**config.mk**
```make
export PLATFORM = sky130hd
export DESIGN_NAME = ffha_walker
export DESIGN_NICKNAME = d
export VERILOG_FILES = /design/src/rtl/ffha_pkg.sv /design/src/rtl/ffha_walker.sv
export SDC_FILE = /design/constraint.sdc
export NUM_CORES = 1
export LEC_CHECK = 0
export BUFFER_PORTS_ARGS = -buffer_cell sky130_fd_sc_hd__clkbuf_2
export CORE_MARGIN = 2
export CORE_UTILIZATION = 50
export CTS_CLUSTER_SIZE = 40
export DETAILED_ROUTE_END_ITERATION = 8
export PLACE_DENSITY_LB_ADDON = 0.05
export SYNTH_ARGS = -nofsm -noshare
export SYNTH_HDL_FRONTEND = slang
export SYNTH_SLANG_ARGS = --single-unit
```
**constraint.sdc**
```tcl
create_clock -name clk -period 6.8 [get_ports clk]
set_clock_uncertainty 0.1 [all_clocks]
set_input_delay 1.36 -clock clk [delete_from_list [all_inputs] [get_ports clk]]
set_output_delay 1.36 -clock clk [all_outputs]
set_load 0.02 [all_outputs]
```
**src/rtl/ffha_pkg.sv**
```systemverilog
// shared types and constants for the first-fit heap allocator
// no dependencies; imported by every module of the block
package ffha_pkg;

	// fixed widths of the request, result and header size fields
	localparam int SIZE_W = 11;
	// working width for header positions and block ends
	localparam int CALC_W = 13;

	// request operation codes
	localparam logic OP_ALLOC   = 1'b0;
	localparam logic OP_RELEASE = 1'b1;

	typedef enum logic [1:0] {
		ST_OK        = 2'd0,
		ST_NO_FIT    = 2'd1,
		ST_NOT_FOUND = 2'd2
	} status_t;

	// one header entry: payload size and allocated flag
	typedef struct packed {
		logic [SIZE_W-1:0] size;
		logic              used;
	} entry_t;

	// finished result handed from the walker to the output register
	typedef struct packed {
		logic [SIZE_W-1:0] offset;
		status_t           status;
	} result_t;

	typedef enum logic [2:0] {
		S_IDLE,
		S_CHK,
		S_EVAL,
		S_NXT,
		S_SPLIT,
		S_FREE,
		S_RESP
	} walk_state_t;

endpackage

```
**src/rtl/ffha_walker.sv**
```systemverilog
// header walk sequencer: reads, checks and rewrites headers for one request
// depends on ffha_pkg; drives the ports of ffha_mem
module ffha_walker #(
	parameter int ARENA_BYTES  = 1024,
	parameter int HEADER_BYTES = 8,
	parameter int AW           = 10
) (
	input  logic                           clk,
	input  logic                           arst_n,
	input  logic                           cfg_wr_en,
	input  logic [ffha_pkg::SIZE_W-1:0]    cfg_wr_data,
	input  logic                           in_valid,
	output logic                           in_ready,
	input  logic                           operation,
	input  logic [ffha_pkg::SIZE_W-1:0]    request_size,
	input  logic [ffha_pkg::SIZE_W-1:0]    release_address,
	output logic                           res_valid,
	output ffha_pkg::result_t              res,
	input  logic                           res_ack,
	output logic                           mem_wr_en,
	output logic [AW-1:0]                  mem_wr_addr,
	output ffha_pkg::entry_t               mem_wr_data,
	output logic                           mem_rd_en,
	output logic [AW-1:0]                  mem_rd_addr,
	input  ffha_pkg::entry_t               mem_rd_data
);
	import ffha_pkg::*;

	localparam int CW = (AW + 1 > CALC_W) ? AW + 1 : CALC_W;
	localparam logic [CW-1:0] ARENA_C = CW'(ARENA_BYTES);
	localparam logic [CW-1:0] HDR_C   = CW'(HEADER_BYTES);

	walk_state_t       state_q, state_d;
	logic [SIZE_W-1:0] total_q;
	logic              op_q;
	logic [SIZE_W-1:0] req_q;
	logic [SIZE_W-1:0] addr_q;
	logic [CW-1:0]     pos_q;
	logic [AW-1:0]     prev_pos_q;
	logic [SIZE_W-1:0] prev_sz_q;
	logic              prev_used_q;
	logic              have_prev_q;
	logic [SIZE_W-1:0] cur_sz_q;
	logic [SIZE_W-1:0] res_offset_q;
	status_t           res_status_q;

	logic [SIZE_W-1:0] cfg_total;
	logic [CW-1:0]     total_w;
	logic [CW-1:0]     req_w;
	logic [CW-1:0]     rd_sz_w;
	logic [CW-1:0]     end_pos;
	logic [CW-1:0]     tail_pos;
	logic              pos_in_range;
	logic              end_in_range;
	logic              fits;
	logic              split;
	logic              match;
	logic              merge_prev;

	// arena size saturated to the store depth
	assign cfg_total = (CW'(cfg_wr_data) > ARENA_C) ? SIZE_W'(ARENA_C) : cfg_wr_data;

	// walk conditions on the current header
	assign total_w      = CW'(total_q);
	assign req_w        = CW'(req_q);
	assign rd_sz_w      = CW'(mem_rd_data.size);
	assign end_pos      = pos_q + HDR_C + rd_sz_w;
	assign tail_pos     = pos_q + HDR_C + req_w;
	assign pos_in_range = (pos_q + HDR_C <= total_w) && (pos_q < ARENA_C);
	assign end_in_range = (end_pos + HDR_C <= total_w) && (end_pos < ARENA_C);
	assign fits         = !mem_rd_data.used && (mem_rd_data.size >= req_q);
	assign split        = (rd_sz_w > req_w + HDR_C) && (tail_pos < ARENA_C);
	assign match        = (pos_q + HDR_C == CW'(addr_q));
	assign merge_prev   = have_prev_q && !prev_used_q;

	// next state
	always_comb begin
		state_d = state_q;
		unique case (state_q)
			S_IDLE: begin
				if (in_valid) state_d = S_CHK;
			end
			S_CHK: begin
				state_d = pos_in_range ? S_EVAL : S_RESP;
			end
			S_EVAL: begin
				if (op_q == OP_ALLOC) begin
					if (fits) state_d = split ? S_SPLIT : S_RESP;
					else      state_d = S_CHK;
				end else begin
					if (!match)                 state_d = S_CHK;
					else if (!mem_rd_data.used) state_d = S_RESP;
					else if (end_in_range)      state_d = S_NXT;
					else                        state_d = S_FREE;
				end
			end
			S_NXT:   state_d = S_FREE;
			S_SPLIT: state_d = S_RESP;
			S_FREE:  state_d = S_RESP;
			S_RESP: begin
				if (res_ack) state_d = S_IDLE;
			end
			default: state_d = S_IDLE;
		endcase
	end

	// store accesses
	always_comb begin
		mem_rd_en   = 1'b0;
		mem_rd_addr = pos_q[AW-1:0];
		mem_wr_en   = 1'b0;
		mem_wr_addr = pos_q[AW-1:0];
		mem_wr_data = '{size: cur_sz_q, used: 1'b0};
		if (cfg_wr_en) begin
			// new arena: one free block at offset zero
			mem_wr_en   = (CW'(cfg_total) >= HDR_C);
			mem_wr_addr = '0;
			mem_wr_data = '{size: SIZE_W'(CW'(cfg_total) - HDR_C), used: 1'b0};
		end else begin
			unique case (state_q)
				S_CHK: begin
					mem_rd_en = pos_in_range;
				end
				S_EVAL: begin
					if (op_q == OP_ALLOC) begin
						if (fits && split) begin
							mem_wr_en   = 1'b1;
							mem_wr_addr = tail_pos[AW-1:0];
							mem_wr_data = '{size: SIZE_W'(rd_sz_w - req_w - HDR_C),
								used: 1'b0};
						end else if (fits) begin
							mem_wr_en   = 1'b1;
							mem_wr_data = '{size: mem_rd_data.size, used: 1'b1};
						end
					end else if (match && mem_rd_data.used && end_in_range) begin
						mem_rd_en   = 1'b1;
						mem_rd_addr = end_pos[AW-1:0];
					end
				end
				S_SPLIT: begin
					mem_wr_en   = 1'b1;
					mem_wr_data = '{size: req_q, used: 1'b1};
				end
				S_FREE: begin
					mem_wr_en = 1'b1;
					if (merge_prev) begin
						mem_wr_addr = prev_pos_q;
						mem_wr_data = '{size: SIZE_W'(CW'(prev_sz_q) + HDR_C + CW'(cur_sz_q)),
							used: 1'b0};
					end
				end
				default: begin
				end
			endcase
		end
	end

	// control state
	always_ff @(posedge clk or negedge arst_n) begin
		if (!arst_n) begin
			state_q <= S_IDLE;
			total_q <= '0;
		end else begin
			state_q <= state_d;
			if (cfg_wr_en) total_q <= cfg_total;
		end
	end

	// request and walk registers
	always_ff @(posedge clk) begin
		unique case (state_q)
			S_IDLE: begin
				if (in_valid) begin
					op_q        <= operation;
					req_q       <= request_size;
					addr_q      <= release_address;
					pos_q       <= '0;
					have_prev_q <= 1'b0;
				end
			end
			S_CHK: begin
				if (!pos_in_range) begin
					res_offset_q <= '0;
					res_status_q <= (op_q == OP_ALLOC) ? ST_NO_FIT : ST_NOT_FOUND;
				end
			end
			S_EVAL: begin
				if (op_q == OP_ALLOC) begin
					if (fits) begin
						res_offset_q <= SIZE_W'(pos_q + HDR_C);
						res_status_q <= ST_OK;
					end else begin
						pos_q <= end_pos;
					end
				end else if (match) begin
					res_offset_q <= '0;
					res_status_q <= mem_rd_data.used ? ST_OK : ST_NOT_FOUND;
					cur_sz_q     <= mem_rd_data.size;
				end else begin
					prev_pos_q  <= pos_q[AW-1:0];
					prev_sz_q   <= mem_rd_data.size;
					prev_used_q <= mem_rd_data.used;
					have_prev_q <= 1'b1;
					pos_q       <= end_pos;
				end
			end
			S_NXT: begin
				// absorb a free block that follows
				if (!mem_rd_data.used) begin
					cur_sz_q <= SIZE_W'(CW'(cur_sz_q) + HDR_C + rd_sz_w);
				end
			end
			default: begin
			end
		endcase
	end

	assign in_ready   = (state_q == S_IDLE);
	assign res_valid  = (state_q == S_RESP);
	assign res.offset = res_offset_q;
	assign res.status = res_status_q;

endmodule

```
==> metrics.cfg, run 1 <==
[run_status]
status=finished clean

[routing]
viasPerCell=5.95
wl_per_cell_um=21.2
drc=0
wirelength_mm=28.3
drt_pass1_iterations=5
vias=7911
first_iter_violations=833
drtAntennaViolNets=0

[timing]
maxSlewViolCount=0
rsz0062_at_grt=yes
fin_ws_ps=163
max_slew_margin=0.220
worst_pin_slew_ps=1160
min_period_ps=6640
finalSetupViolCount=0
max_freq_mhz=151
hold_viol=0
timing.setup.tns_ps=0
period_share=0.976

[logic_synthesis]
synthTopCellsByCount=122 x ha_1, 95 x inv_1, 83 x edfxtp_1
synth.avg_cell_area_um2=9.22
synthesis.area_um2=8970
synth_area_leaders=edfxtp_1 28%, ha_1 17%, xnor2_1 4.5%, inv_1 4.0%, dfrtp_1 3.9%
ys_types=78
ys_seq_elements=97
yosysWarnings=0
synth_edf_count=83
synth_top_area_share=0.278
synthArstFlopShare=0.144
synthCells=973
yosys_most_used_dff=edfxtp_1
synth.most_common_cell=ha_1
yosys.area.top_type=edfxtp_1
syn-num-nets=1154
ys_seq_area_frac=0.317

[critical_path]
cp_top_family=compound AO/OA/AOI/OAI gates
crit_slowest_cell=ha_1
start_kind=primary input
startpoint=mem_rd_data[1]
cp.arrival_ps=5180
worstSetupEndpointType=output pin
worstPathCellList=buf_8 -> ha_4 -> inv_2 -> fa_2 -> nor2b_2 -> o31a_1 -> o21a_1 -> o21ai_0 -> nand2b_1 -> xnor2_2 -> nor3_2 -> xnor2_1 -> ha_1 -> nand4_1 -> nor2_1 -> nand4_1 -> o21ai_1 -> a21oi_2 -> a211oi_2 -> nand4b_1 -> buf_4 -> clkbuf_16 -> mux2i_1 -> buf_2
cp_max_fo=5
critPathBufInv=5
worst-path-stages=24
cp_slowest_stage_delay_ps=340
crit_top_cell=nand4_1
r2r_start=pos_q[5]
cp.required_ps=5340
r2r_cells=13
path_class=in2out

[floorplanning]
dieHeight_um=138
die_area_um2=19000
ios=100
start_util=0.515
die_w_um=138
coreArea_um2=17400
rows=48

[flow_run]
maxCapViolations=0

[clocking]
cts.clk_slew.worst_paths_ps=80
clock_latency_ps=360
cts.sinks=97
clockBufferDepth=2
cts_root_buf=clkbuf_16
htree_num_levels=3
tritoncts=yes
cts_buffers=9

[cells_and_area]
area_growth_pct=16.4
antenna_cells=0
nets=1281
drive_gt1_frac=0.183
fillers=1618

[pwr]
peakVddDrop_uv=333
leakage_nw=4.61
power_density_nw_per_um2=416

[hold_path]
min_from=pos_q[7]
hold_class=reg2reg
holdPathStages=0

[placement]
dp_hpwl_mm=22.4
pre_cts_ws_ps=-7.16
place.port_buffers=99
gp_congestion=0.937

[global_routing]
track_usage=0.305
grt_pass1_vias=7399
antenna_found_initial=0
grt_overflow=0
grt_max_degree=30
grt_pass1_wl_mm=42.5

metal layers:
metal	track usage	routed length, um	up-vias
li1	-	-	3811
met1	0.425	12600	3738
met2	0.466	12500	323
met3	0.0742	2380	39
met4	0.0947	773	0
met5	0	0	-
flip-flops by register name (all words and copies together), names as in the netlist, 3 cells and up:
| signal | flops |
|---|---|
| pos_q | 13 |
| cur_sz_q | 11 |
| total_q | 11 |
| addr_q | 11 |
| req_q | 11 |
| prev_sz_q | 11 |
| res_offset_q | 11 |
| state_q | 3 |
| prev_pos_q | 10 |
layout make-up:
cell class	count	area, um2	share of cell area
Multi-Input combinational cell	755	5780	0.554
Clock inverter	7	81.3	0.00779
Tap cell	225	282	0.0270
Timing Repair Buffer	140	866	0.0829
Clock buffer	9	225	0.0216
Inverter	97	364	0.0349
Sequential cell	97	2840	0.272
worst reg2reg max path: stages, from the launching register on:
cell and delay [ps]:
edfxtp_1 520, buf_4 180, nand4_4 100, or3_1 340, xor2_1 450, inv_1 230, ha_1 390, nand4_1 90
or3_1 390, a2111oi_0 720, o21ai_0 430, a21oi_1 280, a2111oi_2 70, buf_4 240
cell usage in the layout, fill, tap and decap left out, types with 8 or more instances in the layout:
cell type and n:
dfrtp_1 14, nor3_1 14, buf_4 43, edfxtp_1 83, xnor2_1 43, xor2_1 28
a21oi_1 56, ha_1 119, nand4_1 12, o21ai_0 58, o21a_1 15, nand2b_1 14
clkbuf_2 89, inv_1 94, nor2b_1 12, a31oi_1 8, nand2_1 66, mux2i_1 21
nor2_1 79, clkbuf_16 10, nand3_1 27, a21o_1 13, a211o_1 8
stage by stage:
stage          std cells  hold slack, ps  instance area (um2)  power [W]  utilization
2_1_floorplan        973             328                 8970    0.00278            -
3_3_place_gp        1304             446                 9910    0.00362        0.569
3_5_place_dp        1304             423                 9910    0.00363        0.569
4_1_cts             1320             442                10200    0.00419        0.587
5_1_grt             1330             465                10400    0.00467        0.600
6_report            1330             439                10400    0.00434        0.600
power breakdown:
part / internal [W] / total (W) / switching, W / leakage, nW
Sequential: 0.000825 / 0.000975 / 0.000150 / 0.948
Clock: 0.000263 / 0.000533 / 0.000270 / 0.150
Combinational: 0.00114 / 0.00284 / 0.00169 / 3.52
cell families after synthesis:
family,share of synthesized area
compound gates,0.180
xor+xnor,0.0765
fa+ha+maj,0.188
buf+inv,0.0535
flops,0.317
mux,0.0318
simple gates,0.153
what timing repair did:
item	CTS	global route
pin swaps	0	18
gates resized for setup	2	42
endpoints found under the hold margin	0	0
hold buffers	0	0
buffers inserted	0	9
setup endpoints to repair	2	11
cloned	0	1
final timing paths:
check | slack, ps | to
setup / recovery | 160 | mem_rd_addr[9]
hold / removal | 440 | prev_pos_q[7]
setup reg to reg | 2040 | res_offset_q[9]
hold reg to reg | 440 | prev_pos_q[7]
max in group asynchronous | 5520 | total_q[3]
min in group asynchronous | 800 | total_q[6]
No activity file was read; power rests on OpenSTA's default activity.
==> inputs of run 2 (changes only) <==
==> constraint.sdc (replaced) <==
create_clock -name clk -period 6.8 [get_ports clk]
set_clock_uncertainty 0.1 [all_clocks]
set_input_delay 0.68 -clock clk [delete_from_list [all_inputs] [get_ports clk]]
set_output_delay 0.68 -clock clk [all_outputs]
set_load 0.02 [all_outputs]
==> metrics.cfg, run 2 (same netlist as run 1, synthesis figures left out) <==
[pwr]
leakage_nw=4.42  ; -4.3%
power_frac_comb=0.632  ; -0.021
p_sw_frac=0.497  ; +0.0111
power_density_nw_per_um2=410  ; -1.6%
peakVddDrop_uv=263  ; -21%
internal-power_w=0.00207  ; -7.3%
p_seq_frac=0.239  ; +0.014
p_total_w=0.00412  ; -5.3%
net-switching-power_w=0.00205  ; -3.1%
p_clk_frac=0.129  ; +0.006

[clocking]
tritoncts=yes
cts.sinks=97  ; unchanged
clock_latency_ps=360  ; about the same
cts.clk_slew.worst_paths_ps=80  ; about the same
htree_num_levels=3  ; unchanged
cts_root_buf=clkbuf_16
cts_buffers=9  ; unchanged
cts_hold_buf=0  ; unchanged
clockBufferDepth=2  ; unchanged
cts_setup_buffers=0  ; unchanged

[cells_and_area]
final_area_um2=10000  ; -3.8%
register_area_um2=2840  ; unchanged
antenna_cells=0  ; unchanged
fillers=1627  ; +0.56%
nets=1250  ; -2.4%
multi_input_area_um2=5680  ; -1.7%
top_register=pos_q
final_common_cell=ha_1
area_growth_pct=12.0
largest_reg_flops=13  ; unchanged
drive_gt1_frac=0.143  ; -0.0394
most-common-layout-cells=122 x ha_1, 99 x clkbuf_2, 95 x inv_1, 83 x edfxtp_1, 80 x nor2_1

[timing]
hold_slack_ps=123  ; -316 ps
period_share=0.941  ; -0.0355
max_freq_mhz=156  ; +3.8%
rsz0062_at_grt=no
timing.setup.tns_ps=0  ; unchanged
finalSetupViolCount=0  ; unchanged
worst_pin_slew_ps=1140  ; -20.5 ps
maxSlewViolCount=0  ; unchanged
min_period_ps=6400  ; -241 ps
hold_viol=0  ; unchanged
max_slew_margin=0.234  ; +0.0137

[global_routing]
grt_max_degree=51  ; +70%
grt_overflow=0  ; unchanged
antenna_found_initial=0  ; unchanged
track_usage=0.299  ; -0.00559
grt_pass1_wl_mm=42.0  ; -1.2%
grt_pass1_vias=7302  ; -1.3%

[run_status]
status=finished clean

[critical_path]
cp_max_fo=21  ; +16
path_class=reg2out
cp.arrival_ps=5620  ; +440 ps
r2r_cells=14  ; +1
cp.required_ps=6020  ; +680 ps
r2r_slack_ps=1870  ; -170 ps
start_kind=flop
r2r_start=pos_q[3]
worstSetupEndpointType=output pin
r2r-end=state_q[1]

[floorplanning]
start_util=0.515  ; unchanged
dieHeight_um=138  ; unchanged
ios=100  ; unchanged
coreArea_um2=17400  ; unchanged
die_area_um2=19000  ; unchanged
rows=48  ; unchanged
die_w_um=138  ; unchanged

[routing]
first_iter_violations=749  ; -10%
vias=7833  ; -0.99%
wl_per_cell_um=21.5  ; +1.4%
viasPerCell=6.03  ; +1.4%
drtAntennaViolNets=0  ; unchanged
drc=0  ; unchanged
drt_pass1_iterations=5  ; unchanged
wirelength_mm=28.0  ; -0.93%

[flow_run]
maxCapViolations=0  ; unchanged

[placement]
dp_hpwl_mm=22.3  ; -0.71%
gp_congestion=0.938  ; +0.12%
place_area_um2=9730  ; -1.8%
place.port_buffers=99  ; unchanged

[hold_path]
hold_class=in2async

-- run 2: area by class of cell --
cell class | instances | share of cell area
inverter | 97 | 0.0362
sequential | 97 | 0.283
multi-input combinational | 755 | 0.566
timing repair buffer | 109 | 0.0568
tap | 225 | 0.0280
clock inverter | 7 | 0.00809
clock buffer | 9 | 0.0224
-- run 2: repair_timing --
item                                    4_1_cts  5_1_grt
endpoints found under the setup margin        0        1
resized for setup                             0        1
endpoints found under the hold margin         0        0
-- run 2: metrics by stage --
stage / worst slack (ps) / utilization / std cells
finish: 404 / 0.577 / 1299
floorplan: 1710 / - / 973
global route: 64.1 / 0.577 / 1299
global placement: 1040 / 0.559 / 1283
detailed placement: 812 / 0.559 / 1283
CTS: 391 / 0.577 / 1299
-- run 2: per-layer routing --
metal / track usage / part of all wire / vias up
met4: 0.0805 / 0.023 / 0
met2: 0.454 / 0.43 / 319
li1: - / - / 3734
met3: 0.0720 / 0.092 / 39
met5: 0 / 0 / -
met1: 0.427 / 0.45 / 3741
-- run 2: worst max-delay path by stage --
stage               cells after the start               to  slack [ps]  startpoint
floorplan                               8  res_offset_q[0]        1710    pos_q[3]
global placement                       20   mem_rd_addr[2]        1040    pos_q[3]
detailed placement                     20   mem_rd_addr[2]         810    pos_q[3]
CTS                                    20   mem_rd_addr[2]         390    pos_q[3]
global route                           20   mem_rd_addr[2]          60    pos_q[3]
finish                                 15   mem_wr_addr[5]         400    pos_q[3]
-- run 2: power by group through the flow --
| stage | Combinational (W) | Sequential [W] | Clock [W] |
|---|---|---|---|
| after global placement | 0.00255 | 0.000991 | 0 |
| after CTS | 0.00255 | 0.000980 | 0.000535 |
| after floorplan | 0.00183 | 0.000947 | 0 |
| after detailed placement | 0.00253 | 0.000992 | 0 |
| final | 0.00260 | 0.000985 | 0.000529 |
| after global routing | 0.00285 | 0.000999 | 0.000555 |
-- run 2: worst max-delay path: stages (launching register included) --
cell	delay, ps
edfxtp_1	540
ha_1	340
nand3_1	120
xnor2_1	570
inv_1	260
ha_1	460
o21ai_0	110
a221oi_1	410
a21oi_1	170
a2bb2oi_1	170
nor4b_1	280
a22o_1	670
buf_4	390
nand2_1	170
a311o_1	410
clkbuf_2	170
